**config.mk**
```make
export PLATFORM = sky130hd
export DESIGN_NAME = compare_timer_device
export DESIGN_NICKNAME = d
export VERILOG_FILES = /design/src/rtl/core/ctd_pkg.sv /design/src/rtl/core/ctd_timer.sv /design/src/rtl/core/compare_timer_device.sv
export SDC_FILE = /design/constraint.sdc
export NUM_CORES = 1
export LEC_CHECK = 0
export BUFFER_PORTS_ARGS = -buffer_cell sky130_fd_sc_hd__buf_2
export CORE_UTILIZATION = 38
export CTS_BUF_LIST = sky130_fd_sc_hd__clkbuf_4
export CTS_CLUSTER_DIAMETER = 100
export DETAILED_ROUTE_END_ITERATION = 12
export GPL_TIMING_DRIVEN = 0
export PLACE_DENSITY = 0.65
export REMOVE_ABC_BUFFERS = 1
export SYNTH_ARGS = -nofsm -noshare
export SYNTH_HDL_FRONTEND = slang
export SYNTH_SLANG_ARGS = --single-unit
```
**constraint.sdc**
```tcl
create_clock -name clk -period 4.7 [get_ports clk]
set_input_delay 0.94 -clock clk [delete_from_list [all_inputs] [get_ports clk]]
set_output_delay 0.94 -clock clk [all_outputs]
set_load 0.05 [all_outputs]
```
**src/rtl/core/ctd_pkg.sv**
```systemverilog
// Shared types and constants for the compare timer device.
// Holds the item kind codes, register offsets, control bit positions and the item struct.
// No dependencies.
`default_nettype none

package ctd_pkg;

  // Width of the external data fields
  localparam int FIELD_BITS = 32;

  // Item kinds
  typedef enum logic [1:0] {
    KIND_TICK  = 2'd0,
    KIND_READ  = 2'd1,
    KIND_WRITE = 2'd2,
    KIND_IDLE  = 2'd3
  } kind_t;

  // Register offsets
  localparam logic [6:0] OFF_BASE    = 7'h00;
  localparam logic [6:0] OFF_END     = 7'h01;
  localparam logic [6:0] OFF_CTRL    = 7'h02;
  localparam logic [6:0] OFF_START   = 7'h03;
  localparam logic [6:0] OFF_ENDCYC  = 7'h04;
  localparam logic [6:0] OFF_PERIOD  = 7'h05;
  localparam logic [6:0] OFF_ELAPSED = 7'h06;
  localparam logic [6:0] OFF_RS      = 7'h12;
  localparam logic [6:0] OFF_ENABLE  = 7'h22;
  localparam logic [6:0] OFF_WAIT    = 7'h32;
  localparam logic [6:0] OFF_REPEAT  = 7'h42;

  // Control word bit positions
  localparam int BIT_RS     = 0;
  localparam int BIT_ENABLE = 1;
  localparam int BIT_WAIT   = 2;
  localparam int BIT_REPEAT = 3;

  // Configuration register indexes
  localparam logic CFG_RESET_BASE = 1'b0;
  localparam logic CFG_WINDOW_LEN = 1'b1;

  // Configuration reset values
  localparam logic [FIELD_BITS-1:0] RESET_BASE   = 32'h0000_0000;
  localparam logic [FIELD_BITS-1:0] RESET_LENGTH = 32'h0000_0010;

  // One input item
  typedef struct packed {
    kind_t                  kind;
    logic [6:0]             reg_offset;
    logic [FIELD_BITS-1:0]  write_data;
    logic [FIELD_BITS-1:0]  now_cycle;
  } item_t;

  // Timer status seen by the top level
  typedef struct packed {
    logic enable;
    logic waiting;
  } tstat_t;

endpackage

`default_nettype wire

```
**src/rtl/core/ctd_timer.sv**
```systemverilog
// Timer state and per-item update logic of the compare timer device.
// Holds control bits, start/end cycle, register window and configuration registers.
// Depends on ctd_pkg.
`default_nettype none

module ctd_timer import ctd_pkg::*; #(
  parameter int WORD_BITS = 32
) (
  input  wire logic                  clk,
  input  wire logic                  rst_n,
  input  wire logic                  step,
  input  wire item_t                 item,
  input  wire logic                  cfg_we,
  input  wire logic                  cfg_index,
  input  wire logic [FIELD_BITS-1:0] cfg_wdata,
  output logic [FIELD_BITS-1:0]      read_data,
  output logic                       irq,
  output tstat_t                     status
);

  logic [3:0]            ctrl_r, ctrl_nxt;
  logic [WORD_BITS-1:0]  start_r, start_nxt;
  logic [WORD_BITS-1:0]  end_r, end_nxt;
  logic [WORD_BITS-1:0]  wbase_r, wbase_nxt;
  logic [WORD_BITS-1:0]  wend_r, wend_nxt;
  logic [FIELD_BITS-1:0] rbase_r, rbase_nxt;
  logic [FIELD_BITS-1:0] wlen_r, wlen_nxt;

  logic [WORD_BITS-1:0]  data_w;
  logic [WORD_BITS-1:0]  now_w;
  logic [WORD_BITS-1:0]  period_w;
  logic [WORD_BITS-1:0]  rd_w;

  // Window end from a base and a length, wrapping at the word width
  function automatic logic [WORD_BITS-1:0] win_end(input logic [FIELD_BITS-1:0] base,
                                                   input logic [FIELD_BITS-1:0] len);
    win_end = WORD_BITS'(base) + WORD_BITS'(len) - WORD_BITS'(1);
  endfunction

  assign data_w   = WORD_BITS'(item.write_data);
  assign now_w    = WORD_BITS'(item.now_cycle);
  assign period_w = end_r - start_r + WORD_BITS'(1);

  // Read mux
  always_comb begin
    case (item.reg_offset)
      OFF_BASE:    rd_w = wbase_r;
      OFF_END:     rd_w = wend_r;
      OFF_CTRL:    rd_w = WORD_BITS'(ctrl_r);
      OFF_RS:      rd_w = WORD_BITS'(ctrl_r[BIT_RS]);
      OFF_ENABLE:  rd_w = WORD_BITS'(ctrl_r[BIT_ENABLE]);
      OFF_WAIT:    rd_w = WORD_BITS'(ctrl_r[BIT_WAIT]);
      OFF_REPEAT:  rd_w = WORD_BITS'(ctrl_r[BIT_REPEAT]);
      OFF_START:   rd_w = start_r;
      OFF_ENDCYC:  rd_w = end_r;
      OFF_PERIOD:  rd_w = period_w;
      OFF_ELAPSED: rd_w = now_w - start_r;
      default:     rd_w = '0;
    endcase
  end

  // Next state for one item, or for a configuration write
  always_comb begin
    ctrl_nxt  = ctrl_r;
    start_nxt = start_r;
    end_nxt   = end_r;
    wbase_nxt = wbase_r;
    wend_nxt  = wend_r;
    rbase_nxt = rbase_r;
    wlen_nxt  = wlen_r;
    read_data = '0;
    irq       = 1'b0;

    if (cfg_we) begin
      unique case (cfg_index)
        CFG_RESET_BASE: begin
          rbase_nxt = cfg_wdata;
          wbase_nxt = WORD_BITS'(cfg_wdata);
          wend_nxt  = win_end(cfg_wdata, wlen_r);
        end
        CFG_WINDOW_LEN: begin
          wlen_nxt  = cfg_wdata;
          wbase_nxt = WORD_BITS'(rbase_r);
          wend_nxt  = win_end(rbase_r, cfg_wdata);
        end
        default: ;
      endcase
    end else if (step) begin
      unique case (item.kind)
        KIND_TICK: begin
          // Expire an enabled timer whose end lies behind now
          if (ctrl_r[BIT_ENABLE] && (end_r < now_w)) begin
            ctrl_nxt[BIT_ENABLE] = 1'b0;
            ctrl_nxt[BIT_WAIT]   = 1'b1;
            irq                  = 1'b1;
          end
        end
        KIND_READ: begin
          read_data = FIELD_BITS'(rd_w);
        end
        KIND_WRITE: begin
          unique case (item.reg_offset)
            OFF_BASE: begin
              // Move the window, keep its length, clear the timer
              wbase_nxt = data_w;
              wend_nxt  = data_w + wend_r - wbase_r;
              ctrl_nxt  = '0;
              start_nxt = '0;
              end_nxt   = '0;
            end
            OFF_RS:     ctrl_nxt[BIT_RS]     = data_w[0];
            OFF_ENABLE: ctrl_nxt[BIT_ENABLE] = data_w[0];
            OFF_REPEAT: ctrl_nxt[BIT_REPEAT] = data_w[0];
            OFF_WAIT: begin
              ctrl_nxt[BIT_WAIT] = data_w[0];
              // Acknowledge of a pending expiry: restart or clear
              if (ctrl_r[BIT_WAIT] && (data_w == '0)) begin
                if (ctrl_r[BIT_REPEAT]) begin
                  ctrl_nxt             = '0;
                  ctrl_nxt[BIT_ENABLE] = 1'b1;
                  start_nxt            = now_w;
                  end_nxt              = now_w + end_r - start_r;
                end else begin
                  ctrl_nxt  = '0;
                  start_nxt = '0;
                  end_nxt   = '0;
                end
              end
            end
            OFF_START: begin
              if (data_w == '0) begin
                ctrl_nxt  = '0;
                start_nxt = '0;
                end_nxt   = '0;
              end else begin
                start_nxt = now_w;
                end_nxt   = now_w + data_w - WORD_BITS'(1);
              end
            end
            default: ;
          endcase
        end
        KIND_IDLE: ;
        default: ;
      endcase
    end
  end

  // State registers
  always_ff @(posedge clk) begin
    if (!rst_n) begin
      ctrl_r  <= '0;
      start_r <= '0;
      end_r   <= '0;
      rbase_r <= RESET_BASE;
      wlen_r  <= RESET_LENGTH;
      wbase_r <= WORD_BITS'(RESET_BASE);
      wend_r  <= win_end(RESET_BASE, RESET_LENGTH);
    end else begin
      ctrl_r  <= ctrl_nxt;
      start_r <= start_nxt;
      end_r   <= end_nxt;
      rbase_r <= rbase_nxt;
      wlen_r  <= wlen_nxt;
      wbase_r <= wbase_nxt;
      wend_r  <= wend_nxt;
    end
  end

  assign status.enable  = ctrl_r[BIT_ENABLE];
  assign status.waiting = ctrl_r[BIT_WAIT];

endmodule

`default_nettype wire

```
**src/rtl/core/compare_timer_device.sv**
```systemverilog
// Compare timer device: input register, timer update, output register.
// Each item is held in the input register, then its timer result in the result register.
// Throughput: one item per cycle while the result channel does not stall.
// Reset (synchronous, rst_n low) clears timer control, start and end, and loads the
// register window from the reset base and window length defaults (base 0, length 16).
// Depends on ctd_pkg and ctd_timer.
`default_nettype none

module compare_timer_device import ctd_pkg::*; #(
  parameter int WORD_BITS = 32
) (
  input  wire logic                  clk,
  input  wire logic                  rst_n,
  // Input channel
  input  wire logic                  in_tvalid,
  output logic                       in_tready,
  input  wire logic [71:0]           in_tdata,   // reg_offset[6:0], write_data[38:7], now_cycle[70:39]
  input  wire logic [1:0]            in_tuser,   // kind[1:0]
  // Result channel
  output logic                       out_tvalid,
  input  wire logic                  out_tready,
  output logic [FIELD_BITS-1:0]      out_tdata,  // read_data[31:0]
  output logic                       out_tuser,  // irq[0]
  // Configuration port
  input  wire logic                  cfg_we,
  input  wire logic                  cfg_index,
  input  wire logic [FIELD_BITS-1:0] cfg_wdata
);

  logic                  in_valid_r;
  item_t                 in_item_r;
  logic                  out_valid_r;
  logic [FIELD_BITS-1:0] out_data_r;
  logic                  out_irq_r;

  item_t                 item_in;
  logic                  advance;
  logic [FIELD_BITS-1:0] t_read_data;
  logic                  t_irq;
  tstat_t                t_status;

  // Unpack the incoming transfer
  assign item_in.kind       = kind_t'(in_tuser);
  assign item_in.reg_offset = in_tdata[6:0];
  assign item_in.write_data = in_tdata[38:7];
  assign item_in.now_cycle  = in_tdata[70:39];

  // Item moves into the timer when the result register is free or draining
  assign advance   = in_valid_r && (!out_valid_r || out_tready);
  assign in_tready = !in_valid_r || advance;

  // Input register
  always_ff @(posedge clk) begin
    if (!rst_n) begin
      in_valid_r <= 1'b0;
    end else if (in_tready) begin
      in_valid_r <= in_tvalid;
    end
  end

  always_ff @(posedge clk) begin
    if (in_tvalid && in_tready) begin
      in_item_r <= item_in;
    end
  end

  ctd_timer #(
    .WORD_BITS (WORD_BITS)
  ) u_timer (
    .clk       (clk),
    .rst_n     (rst_n),
    .step      (advance),
    .item      (in_item_r),
    .cfg_we    (cfg_we),
    .cfg_index (cfg_index),
    .cfg_wdata (cfg_wdata),
    .read_data (t_read_data),
    .irq       (t_irq),
    .status    (t_status)
  );

  // Result register
  always_ff @(posedge clk) begin
    if (!rst_n) begin
      out_valid_r <= 1'b0;
    end else if (advance) begin
      out_valid_r <= 1'b1;
    end else if (out_tready) begin
      out_valid_r <= 1'b0;
    end
  end

  always_ff @(posedge clk) begin
    if (advance) begin
      out_data_r <= t_read_data;
      out_irq_r  <= t_irq;
    end
  end

  assign out_tvalid = out_valid_r;
  assign out_tdata  = out_data_r;
  assign out_tuser  = out_irq_r;

  // An expiring tick leaves the timer disabled and waiting
  a_irq_state: assert property (@(posedge clk) disable iff (!rst_n)
    (advance && t_irq) |=> (!t_status.enable && t_status.waiting))
    else $error("timer state not updated after expiry");

  // Interrupt only comes from an enabled timer
  a_irq_enabled: assert property (@(posedge clk) disable iff (!rst_n)
    t_irq |-> t_status.enable)
    else $error("irq raised while timer disabled");

  // An interrupt result never carries read data
  a_irq_no_data: assert property (@(posedge clk) disable iff (!rst_n)
    (out_tvalid && out_tuser) |-> (out_tdata == '0))
    else $error("irq result with nonzero data");

  // A held input item stays held while the result side stalls
  a_hold: assert property (@(posedge clk) disable iff (!rst_n)
    (in_valid_r && !advance) |=> in_valid_r)
    else $error("pending item lost");

endmodule

`default_nettype wire
```
==> Yosys cells after proc, flatten, opt, wreduce, memory -nomap -nowiden <==
Index checks and enable logic that the tools add are counted.
{ "word_totals": {"elab_cells": 115, "output_inout_bits": 35, "in_bits": 112, "ff_bits": 304} }
{ "op_classes": {"order_cmp": 1, "mux": 31, "n_eq_ne": 19, "n_bitwise": 4, "n_addsub": 13, "n_reduce_logical": 29} }
{ "op_table": {"columns": ["operator", "count"], "rows": [
  ["32-bit 2-to-1 mux", 14],
  ["32-bit one-hot mux with 11 select lines", 1],
  ["32-bit one-hot mux with 3 select lines", 2],
  ["32-bit adder", 5],
  ["32-bit one-hot mux with 2 select lines", 2],
  ["32-bit subtractor", 4],
  ["32-bit by 1-bit subtractor with 32-bit output, second input constant", 3],
  ["32-bit by 1-bit adder with 32-bit output, second input constant", 1],
  ["32-bit logical NOT", 1],
  ["32-bit less-than comparator", 1],
  ["7-bit by 3-bit equality test with 1-bit output, second input constant", 3],
  ["6-bit AND reduction", 3],
  ["7-bit by 2-bit equality test with 1-bit output, second input constant", 2],
  ["7-bit by 6-bit equality test with 1-bit output, second input constant", 2],
  ["1-bit one-hot mux with 4 select lines", 3],
  ["2-bit nonzero test", 5],
  ["4-bit 2-to-1 mux", 2],
  ["4-bit nonzero test", 2],
  ["7-bit by 1-bit equality test with 1-bit output, second input constant", 1],
  ["7-bit by 5-bit equality test with 1-bit output, second input constant", 1],
  ["7-bit equality test, second input constant", 1],
  ["7-bit logical NOT", 1],
  ["7-bit AND reduction", 1],
  ["2-bit by 1-bit != test with 1-bit output, second input constant", 3],
  ["other kinds (19)", 33]
]} }

==> Logic depth before layout (Yosys ltp) <==
{ "logic_depth": {"ltp_word": 6, "mapped_depth": 17} }

==> Cells and area by module <==
Synthesis repeated with hierarchy kept, for this count alone.
{ "unflattened": {"hier_cells": 3666, "area_unflattened_um2": 29072.9} }
{ "by_module_without_submodules": {"columns": ["module", "seq_area_each_um2", "area_each_um2", "n_inst", "cells_per_inst"], "rows": [
  ["ctd_timer", 3923.8, 25786.0, 1, 3551],
  ["compare_timer_device", 3223.1, 3286.9, 1, 115]
]} }

==> Least setup slack after synthesis <==
Ideal clock, no wire load.
{ "synth_path": {"kind": "input-to-reg", "start": "in out_tready", "end": "reg u_timer.wend_r[27]", "path_buffers": 0, "stages": 8, "setup_ns": 0.142, "setup_slack_ns": 0.557, "arrival_time_ns": 4.001, "t_required_ns": 4.558, "path_cell_list": "nor2b_1 -> nor2b_1 -> a31oi_1 -> nor2_1 -> and3_1 -> mux2i_1 -> nand2_1 -> a221oi_1"} }
{ "synth_between": {"elab_chain_cells": 4} }
{ "synth_rtl": {"columns": ["element", "line", "source"], "rows": [
  ["from (decl)", "compare_timer_device.sv:21", "input wire logic out_tready,"],
  ["1-bit logical OR", "compare_timer_device.sv:49", "assign advance = in_valid_r && (!out_valid_r || out_tready);"],
  ["1-bit logical AND", "compare_timer_device.sv:49", null],
  ["named net advance", "compare_timer_device.sv:37", "logic advance;"],
  ["2-bit nonzero test (no line)", null, null],
  ["3-bit AND reduction (no line)", null, null],
  ["to (signal assigned)", "ctd_timer.sv:158", "wend_r <= win_end(RESET_BASE, RESET_LENGTH);"],
  ["to (signal assigned)", "ctd_timer.sv:166", "wend_r <= wend_nxt;"],
  ["to (decl)", "ctd_timer.sv:25", "logic [WORD_BITS-1:0] wend_r, wend_nxt;"]
]} }
The timed path passes the listed nets, and every way through them passes these cells.
A chain may end at the register's enable or synchronous reset.

==> Final worst setup path <==
{ "layout_path": {"start": "reg in_item_r[51] in the netlist's numbering", "end": "reg u_timer.end_r[29]"} }
{ "layout_between": {"elab_chain_cells": 4} }
{ "layout_rtl": {"columns": ["element", "line", "source"], "rows": [
  ["from (decl)", "compare_timer_device.sv:31", "item_t in_item_r;"],
  ["from (signal assigned)", "compare_timer_device.sv:63", "in_item_r <= item_in;"],
  ["32-bit adder or 32-bit logical NOT (tied branches)", "ctd_timer.sv:137, ctd_timer.sv:117, ctd_timer.sv:131", null],
  ["32-bit by 1-bit subtractor with 32-bit output or 1-bit logical AND (tied branches)", "ctd_timer.sv:137, ctd_timer.sv:117", null],
  ["32-bit 2-to-1 mux or 2-bit by 1-bit != test with 1-bit output (tied branches)", null, null],
  ["32-bit one-hot mux with 3 select lines or 5-bit AND reduction (tied branches)", null, null],
  ["to (signal assigned)", "ctd_timer.sv:162", "end_r <= end_nxt;"],
  ["to (decl)", "ctd_timer.sv:23", "logic [WORD_BITS-1:0] end_r, end_nxt;"]
]} }
Parallel ways exist; a longest one is shown, timed or not.

==> results_dict.tcl <==
set metrics [dict create \
    tns_ps 0 \
    synth_enable_flop_cells 106 \
    drt_iter0_markers 1704 \
    synth_xor_xnor_area_share 0.0577 \
    cp-start-kind "register" \
    grt.overflow.total 0 \
    status "complete, no violations" \
    p_per_area_nw_per_um2 287 \
    grt_setup_unrepaired "false" \
    cts.path.max_buffers 3 \
    power_leakage_nw 14.2 \
    multi_input_area_um2 19000 \
    synth_top_family_by_area "compound AO/OA/AOI/OAI gates" \
    ys_ff_latch 304 \
    core_um2 74700 \
    worst_pin_slew_ps 1260 \
    min-delay-start "in_tdata[28]" \
    dp_hpwl_mm 65.1 \
    hold_viol_final 0 \
    slew_violations 0 \
    hold_class "primary input to register" \
    regToRegStartpoint "in_item_r[51]$_DFFE_PP_" \
    grt_usage 0.214 \
    nets 4257 \
    placementRows 100 \
    grt_max_degree 111 \
    muxShareOfSynthArea 0.00534 \
    ir_drop_uv 137 \
    drc 0 \
    h-tree-depth 3 \
    dr.pass1.iters 6 \
    yosysSeqAreaShare 0.248 \
    synth.distinct_cells 100 \
    utilization 0.427 \
    synth_compound_area_frac 0.250 \
    ys_top_cells_by_count "inv_1, ha_1, nand2_1" \
    post_drt_via_cell_ratio 5.37 \
    placedCellCount 4589 \
    fin_area_um2 31900 \
    dpl_cell_area_um2 30700 \
    clk_latency_ps 860 \
    path_max_fanout 16 \
    io_buffers 145 \
    drive_above_1_share 0.102 \
    fin_crit_ps 4490 \
    path_clk_slew_ps 70 \
    yosys.area_share.adder 0.207 \
    die_area_um2 77000 \
    slew-limit-headroom 0.159 \
    drv_cap 0 \
    syn_inst 3598 \
    cts_setup_buffers 0 \
    ios 147 \
    instances_no_fill 4755 \
    syn_area_per_cell_um2 8.01 \
    cts_sinks 304 \
    die_h_um 277 \
    n_fill_cell 7447 \
    intPower_mw 5.74 \
    endpoint_kind "register" \
    clock_skew_ps 51.6 \
    synth_area_um2 28800 \
    clockRootBuffer "clkbuf_4" \
    setup.worst_path.class "register to register" \
    synthSimpleGateAreaFrac 0.135 \
    required_ps 5440 \
    synth.most_common_cell "inv_1" \
    arrival_ps 5240 \
    seqPwrFrac 0.331 \
    netlist_top_cells_area "ha_1, dfxtp_1, edfxtp_1, inv_1, a21oi_1" \
    combPwrFrac 0.374 \
    wl_mm 83.2 \
    areaGrowthSynthToFinish_pct 10.8 \
    start_util 0.386 \
    synthFlopType "dfxtp_1" \
    post-route-period-util 0.956 \
    vias 25500 \
    wl_per_cell_um 17.5 \
    async_flop_share 0 \
    place.gp.congestion 0.934 \
    yosys.area.top_type_share 0.161 \
    antenna_left 0 \
    grt_pass1_wl_mm 132 \
    clock_power_share 0.295 \
    ys_warn_count 0 \
    fp.dieW_um 277 \
    switchingPower_mw 3.41 \
    grt_pass1_vias 24700 \
    antenna_found_initial 11 \
    cts_tree "yes" \
    fmax_ghz 0.223 \
    yosysTopAreaCell "ha_1" \
    crit_path_start "in_item_r[51]$_DFFE_PP_" \
    register_area_um2 7150 \
    sw_frac_of_total 0.372 \
    setup_viol_count_final 0 \
    p_total_mw 9.15 \
    cts-buffers-inserted 86 \
]
[kinds of logic (layout without fill, tap and decap cells)]
kind of cell    count (synthesis)  after routing
flops                         304            304
simple gates                  845            845
mux                            15             15
buf+inv                       746            929
other cells                     0              5
compound gates               1061           1061
fa+ha+maj                     437            437
xor+xnor                      190            190
[area by class of cell]
type | count | share of cell area
Antenna cell | 5 | 0.000392
Multi-Input combinational cell | 2548 | 0.595
Timing Repair Buffer | 162 | 0.0346
Tap cell | 969 | 0.0380
Sequential cell | 304 | 0.224
Clock inverter | 28 | 0.00596
Inverter | 606 | 0.0714
Clock buffer | 133 | 0.0313
[placed cells by master (no fill, tap or decap), types with 12 or more instances in the layout]
cell type    n
a211oi_1    32
a21o_1     122
a21oi_1    299
a221oi_1    31
a22oi_1    106
a31oi_1     37
and3_1      18
buf_2      143
clkbuf_4   133
clkinv_1    19
dfxtp_1    198
edfxtp_1   106
fa_1        67
ha_1       370
inv_1      605
mux2i_1     12
nand2_1    358
nand2b_1    42
nand3_1     59
nand4_1     27
nor2_1     189
nor2b_1     36
nor3_1      28
nor4_1      13
o211ai_1    91
o21a_1      26
o21ai_0    125
o21ai_1     14
o21bai_1    20
o221ai_1    12
o22ai_1     21
xnor2_1    118
xor2_1      72
[state kept, by name, summed over array words and instances, names as in the netlist, 32 cells and up]
signal / flops
u_timer.wbase_r: 32
u_timer.wend_r: 32
u_timer.start_r: 32
u_timer.wlen_r: 32
u_timer.end_r: 32
u_timer.rbase_r: 32
in_item_r: 73
out_tdata: 32
[power by group through the flow]
stage / clock network, mW / logic, mW / registers [mW]
after global placement: 0 / 3.34 / 3.08
after global routing: 2.91 / 3.85 / 3.04
final: 2.70 / 3.42 / 3.02
after floorplan: 0 / 2.60 / 3.06
after CTS: 2.77 / 3.41 / 3.02
after detailed placement: 0 / 3.38 / 3.08
[through the flow]
stage | hold slack [ps] | worst slack (ps)
floorplan | 432 | -972
global placement | 443 | -5890
detailed placement | 447 | -12.3
CTS | 175 | 150
global route | 194 | 62.2
finish | 252 | 209
[final timing paths]
check,endpoint,slack [ps],depth (start not counted)
setup / recovery,u_timer.end_r[29]$_SDFFE_PN0P_,210,11
hold / removal,in_item_r[53]$_DFFE_PP_,250,1
setup reg to reg,u_timer.end_r[29]$_SDFFE_PN0P_,210,11
hold reg to reg,u_timer.wlen_r[7]$_SDFFE_PN0P_,450,2
[layer usage]
metal,up-vias,routed length [um],track usage
li1,12800,-,-
met1,11800,37100,0.280
met2,725,38100,0.356
met3,151,5390,0.0353
met4,10,2510,0.0735
met5,-,54,0
[critical path: stages, from the launching register on]
cell,delay [ps]
edfxtp_1,550
nor4_1,960
nand4_1,460
nor3_1,480
nand2_1,160
nand2_1,170
and3_1,650
nand2_1,200
a2111oi_2,380
o311a_1,230
a31oi_1,40
o21ai_0,110
[repair_timing]
action                     CTS  global route
hold buffers                 0             0
resized for setup            1             0
setup endpoints to repair    1             0
Note: power is estimated with default switching activity, not from simulation.
